--- config.mk ---
export PLATFORM = sky130hd
export DESIGN_NAME = fpa_div
export DESIGN_NICKNAME = d
export VERILOG_FILES = /design/src/rtl/core/fpa_pkg.sv /design/src/rtl/core/fpa_div.sv
export SDC_FILE = /design/constraint.sdc
export NUM_CORES = 2
export LEC_CHECK = 0
export BUFFER_PORTS_ARGS = -buffer_cell sky130_fd_sc_hd__buf_4
export CELL_PAD_IN_SITES_DETAIL_PLACEMENT = 1
export CELL_PAD_IN_SITES_GLOBAL_PLACEMENT = 1
export CORE_AREA = 5 5 663 501
export CTS_CLUSTER_DIAMETER = 120
export DETAILED_ROUTE_END_ITERATION = 8
export DIE_AREA = 0 0 668 506
export PLACE_DENSITY = 0.62
export SLEW_MARGIN = 25
export SYNTH_ARGS = -nofsm -noshare
export SYNTH_HDL_FRONTEND = slang
export SYNTH_SLANG_ARGS = --single-unit
--- constraint.sdc ---
create_clock -name clock -period 31.5 [get_ports clock]
set_input_delay 3.15 -clock clock [delete_from_list [all_inputs] [get_ports clock]]
set_output_delay 3.15 -clock clock [all_outputs]
set_load 0.02 [all_outputs]
--- src/rtl/core/fpa_pkg.sv ---
// Package for the Q24.8 fixed-point ALU core: codes, derived widths, stage types
// and the saturation and divider step functions.
// No dependencies; used by fpa_div and fixed_point_alu_q24_8_core.
package fpa_pkg;

   // Number format
   localparam int FRAC_BITS = 8;
   localparam int SCALE_M1  = (2 ** FRAC_BITS) - 1;

   // Divider geometry: quotient bits, bits resolved per stage, stage count
   localparam int QW  = 32 + FRAC_BITS;
   localparam int BPS = 4;
   localparam int DS  = (QW + BPS - 1) / BPS;
   localparam int DW  = DS * BPS;

   // Commands
   localparam logic [3:0] CMD_ADD        = 4'd0;
   localparam logic [3:0] CMD_SUB        = 4'd1;
   localparam logic [3:0] CMD_MUL        = 4'd2;
   localparam logic [3:0] CMD_DIV        = 4'd3;
   localparam logic [3:0] CMD_COMPARE    = 4'd4;
   localparam logic [3:0] CMD_MIN        = 4'd5;
   localparam logic [3:0] CMD_MAX        = 4'd6;
   localparam logic [3:0] CMD_INC        = 4'd7;
   localparam logic [3:0] CMD_DEC        = 4'd8;
   localparam logic [3:0] CMD_FROM_INT   = 4'd9;
   localparam logic [3:0] CMD_FROM_FLOAT = 4'd10;
   localparam logic [3:0] CMD_TO_INT     = 4'd11;
   localparam logic [3:0] CMD_TO_FLOAT   = 4'd12;

   // Status codes
   localparam logic [1:0] ST_OK   = 2'd0;
   localparam logic [1:0] ST_OVF  = 2'd1;
   localparam logic [1:0] ST_DIV0 = 2'd2;
   localparam logic [1:0] ST_NAN  = 2'd3;

   localparam logic [31:0] VAL_MAX = 32'h7FFF_FFFF;
   localparam logic [31:0] VAL_MIN = 32'h8000_0000;

   typedef struct packed {
      logic [31:0] value;
      logic [1:0]  status;
   } res_type;

   // Second stage: flags, early result and operands for the slower paths
   typedef struct packed {
      logic [3:0]  cmd;
      logic        lt;
      logic        eq;
      logic        gt;
      res_type     early;
      logic [63:0] wide;
      logic [4:0]  lead;
      logic        sgn;
      logic        fok;
   } stage2_type;

   // Finished non-divide result travelling alongside the divider
   typedef struct packed {
      logic [3:0] cmd;
      logic       lt;
      logic       eq;
      logic       gt;
      res_type    res;
   } fast_type;

   typedef struct packed {
      logic [32:0]   rem;
      logic [DW-1:0] quo;
   } div_type;

   // Clamp a signed 64-bit value into 32 bits, flagging overflow
   function automatic res_type sat64(input logic signed [63:0] v);
      res_type r;
      r.status = ST_OK;
      r.value  = v[31:0];
      if (v > 64'sh0000_0000_7FFF_FFFF) begin
         r.value  = VAL_MAX;
         r.status = ST_OVF;
      end else if (v < 64'shFFFF_FFFF_8000_0000) begin
         r.value  = VAL_MIN;
         r.status = ST_OVF;
      end
      return r;
   endfunction

   // BPS restoring division steps; quotient bits shift in at the bottom
   function automatic div_type div_steps(input logic [32:0] rem, input logic [DW-1:0] quo,
                                         input logic [31:0] dvs);
      div_type d;
      d.rem = rem;
      d.quo = quo;
      for (int j = 0; j < BPS; j++) begin
         d.rem = {d.rem[31:0], d.quo[DW-1]};
         d.quo = {d.quo[DW-2:0], 1'b0};
         if (d.rem >= {1'b0, dvs}) begin
            d.rem    = d.rem - {1'b0, dvs};
            d.quo[0] = 1'b1;
         end
      end
      return d;
   endfunction

endpackage

--- src/rtl/core/fpa_div.sv ---
// Pipelined unsigned restoring divider, BPS quotient bits per stage, DS stages.
// Depends on fpa_pkg.
module fpa_div (
   input  logic                  clock,
   input  logic                  enable,
   input  logic [fpa_pkg::DW-1:0] dividend,
   input  logic [31:0]           divisor,
   input  logic                  negative,
   output logic [fpa_pkg::DW-1:0] quotient,
   output logic                  quot_neg
);

   logic [32:0]            rem_ff [fpa_pkg::DS-1];
   logic [31:0]            dvs_ff [fpa_pkg::DS-1];
   logic [fpa_pkg::DW-1:0] quo_ff [fpa_pkg::DS];
   logic                   neg_ff [fpa_pkg::DS];

   for (genvar k = 0; k < fpa_pkg::DS; k++) begin : g_stage
      logic [32:0]            r_in;
      logic [fpa_pkg::DW-1:0] q_in;
      logic [31:0]            d_in;
      logic                   n_in;
      fpa_pkg::div_type       step_in;

      if (k == 0) begin : g_first
         assign r_in = '0;
         assign q_in = dividend;
         assign d_in = divisor;
         assign n_in = negative;
      end else begin : g_next
         assign r_in = rem_ff[k-1];
         assign q_in = quo_ff[k-1];
         assign d_in = dvs_ff[k-1];
         assign n_in = neg_ff[k-1];
      end

      // one group of division steps
      assign step_in = fpa_pkg::div_steps(r_in, q_in, d_in);

      always_ff @(posedge clock) begin
         if (enable) begin
            quo_ff[k] <= step_in.quo;
            neg_ff[k] <= n_in;
         end
      end

      // remainder and divisor are not needed past the last stage
      if (k < fpa_pkg::DS - 1) begin : g_carry
         always_ff @(posedge clock) begin
            if (enable) begin
               rem_ff[k] <= step_in.rem;
               dvs_ff[k] <= d_in;
            end
         end
      end
   end

   assign quotient = quo_ff[fpa_pkg::DS-1];
   assign quot_neg = neg_ff[fpa_pkg::DS-1];

endmodule
==> results.md <==
- Synth Flop Type: edfxtp_1
- Startpoint Class: flop
- Final setup viols: 0
- Area contributors post-synth: edfxtp_1, ha_1, mux2_2
- Die area: 338000 sq um
- Slowest-stage cell, CP: o41ai_2
- Post-synthesis sequential area ratio: 28.6%
- CTS resizes: 0
- Mapped Area: 104000 sq um
- CTS Buf Count: 119
- HP Class: reg -> reg
- Grt total ovfl: 0
- First drt pass iteration count: 5
- DRT Wirelength: 374000 um
- CP dominant cell by count: o21ai_0
- Buffers & Inverters on Critical Path: 7
- Vias/cell: 5.62
- CTS Hold Bufs: 0
- Fin Setup TNS: 0 ns
- Post-synth top cells: ha_1, a21oi_1, edfxtp_1, nand2_1, nor2_1
- Peak Freq: 0.0580 GHz
- Placeable Area: 326000 sq um
- Register bit total from synthesis: 986
- Post-synthesis cell count: 11.5k
- Clock-pin slew on the worst setup and hold paths: 0.06 ns
- Post-synth top area share: 28.6%
- Vias post-DR: 89.7k
- Nets@finish: 12.9k
- Critical path peak fanout: 31
- Crit end category: flop
- Final antenna-violating net count: 0
- Die X: 668 um
- Worst path required time: 32.01 ns
- Critical Path AT: 17.76 ns
- Gr usage total: 21.2%
- Iteration-0 DRC Markers: 5943
- Max-slew violations: 0
- Yosys warns: 0
- Final min period: 17.25 ns
- CP max stage delay: 0.78 ns
- CTS tree: yes
- Drt wl/cell: 23.4 um
- Post-synth EDFFs: 986
- I/O Pins: 116
- Worst slew pin tran: 1.22 ns
- Slew HR: 18.5%
- RSZ-0062 raised after global routing: false
- Row count: 182
- Async SR Flop Fraction: 0%
- Syn avg cell area: 9.03 sq um
- Num Clock Sinks: 986
- HPWL after detailed placement: 310000 um
- CP top delay family: compound AO/OA/AOI/OAI gates
- Vias in the first global route: 91.5k
- Fin crit share: 54.8%
- Most frequent cell after synthesis: ha_1
- Library cells used by synthesis: 106
- Setup Buffers After CTS: 0
- Global-route wire length before repair: 563000 um
- Syn-to-layout area delta: 9.77%
- Initial antenna violation count: 19
- Share of layout cells above drive strength 1: 9.42%
- Clock root cell: clkbuf_16
- Clk Latency, worst-skew pair: 0.79 ns
- GP Congestion: 0.942
- Critical path class: reg -> reg
- Starting density of the core: 31.8%
- DIE HEIGHT: 506 um
- Hold Fails Final Rpt: 0
- Largest net degree at the start of global routing: 141
- Status: finished clean
- Yosys top cell by area: edfxtp_1
- Max clock buf depth: 3
- Clock skew: 0.0639 ns
- PortBufs: 115
- DRC viols: 0
- Syn nets: 12.8k
- H-tree depth: 3
- Max-cap violations: 0
-- metal layers --
metal / part of all wire [%] / track usage, %
met1: 49 / 31.1
met2: 43 / 33.1
met3: 4.7 / 2.58
met4: 2.6 / 5.21
met5: 0 / 0
-- metrics by stage --
step / std cells / utilization, % / hold WS, ns / cell area (sq um) / setup slack [ns]
2_1_floorplan: 11500 / - / 0.400 / 104000 / 17.76
3_5_place_dp: 15700 / 33.6 / 0.405 / 110000 / 13.95
4_1_cts: 16000 / 34.9 / 0.384 / 114000 / 13.86
6_report: 16000 / 34.9 / 0.393 / 114000 / 14.25
5_1_grt: 16000 / 34.9 / 0.385 / 114000 / 13.37
3_3_place_gp: 15700 / 33.6 / 0.401 / 110000 / 14.04
-- flip-flops by register name, summed over array words and instances, names as in the netlist --
register and flops:
neg_ff 10, dvs_ff 288, rem_ff 288, quo_ff 400
-- final cells by class --
class,instances,area [sq um]
multi-input combinational,9508,70400
clock buffer,126,3000
fill,37800,212000
timing repair buffer,180,1430
clock inverter,100,1030
sequential,986,29600
antenna,8,20.0
tap,4324,5410
inverter,740,2780
-- final timing paths --
path                                     from            end  slack, ns  cells after the start
worst min register to register  quo_ff[6][29]  quo_ff[7][33]       0.39                      0
worst max-delay path            dvs_ff[0][33]  rem_ff[0][87]      14.25                     54
worst min-delay path            quo_ff[6][29]  quo_ff[7][33]       0.39                      0
worst max register to register  dvs_ff[0][33]  rem_ff[0][87]      14.25                     54
-- cells by family after synthesis --
| kind of cell | after synthesis | synth area share, % |
|---|---|---|
| AOI/OAI and AO/OA | 3649 | 22.7 |
| and+or+nand+nor | 2910 | 13.6 |
| adders and majority gates | 1288 | 15.8 |
| xor gates and xnor gates | 1000 | 8.46 |
| DFF | 986 | 28.6 |
| buffers and inverters | 969 | 3.62 |
| muxes | 661 | 7.17 |
-- cells in the final DEF (no fill, tap or decap), types with 45 or more instances in the layout --
cell and n:
a211oi_1 84, a21o_1 527, o31ai_1 71, o31a_1 45, xor2_1 333, o211ai_1 69
or3_1 75, mux2i_1 90, clkbuf_16 119, nand2_1 791, ha_1 1250, nor2b_1 153
buf_4 174, o21ai_0 739, o21bai_1 171, nand3_1 199, a21oi_1 1075, or2_2 48
mux2_2 544, edfxtp_1 986, and2_1 73, inv_1 728, nor3_1 168, and3_1 96
nand2b_1 156, nand4_1 167, a21boi_0 45, o21a_1 203, xnor2_1 667, nor4_1 69
nor2_1 782, a31oi_1 116
Power is not shown: default switching activity piles up to over one toggle a cycle in this logic, so the estimate is an artifact.
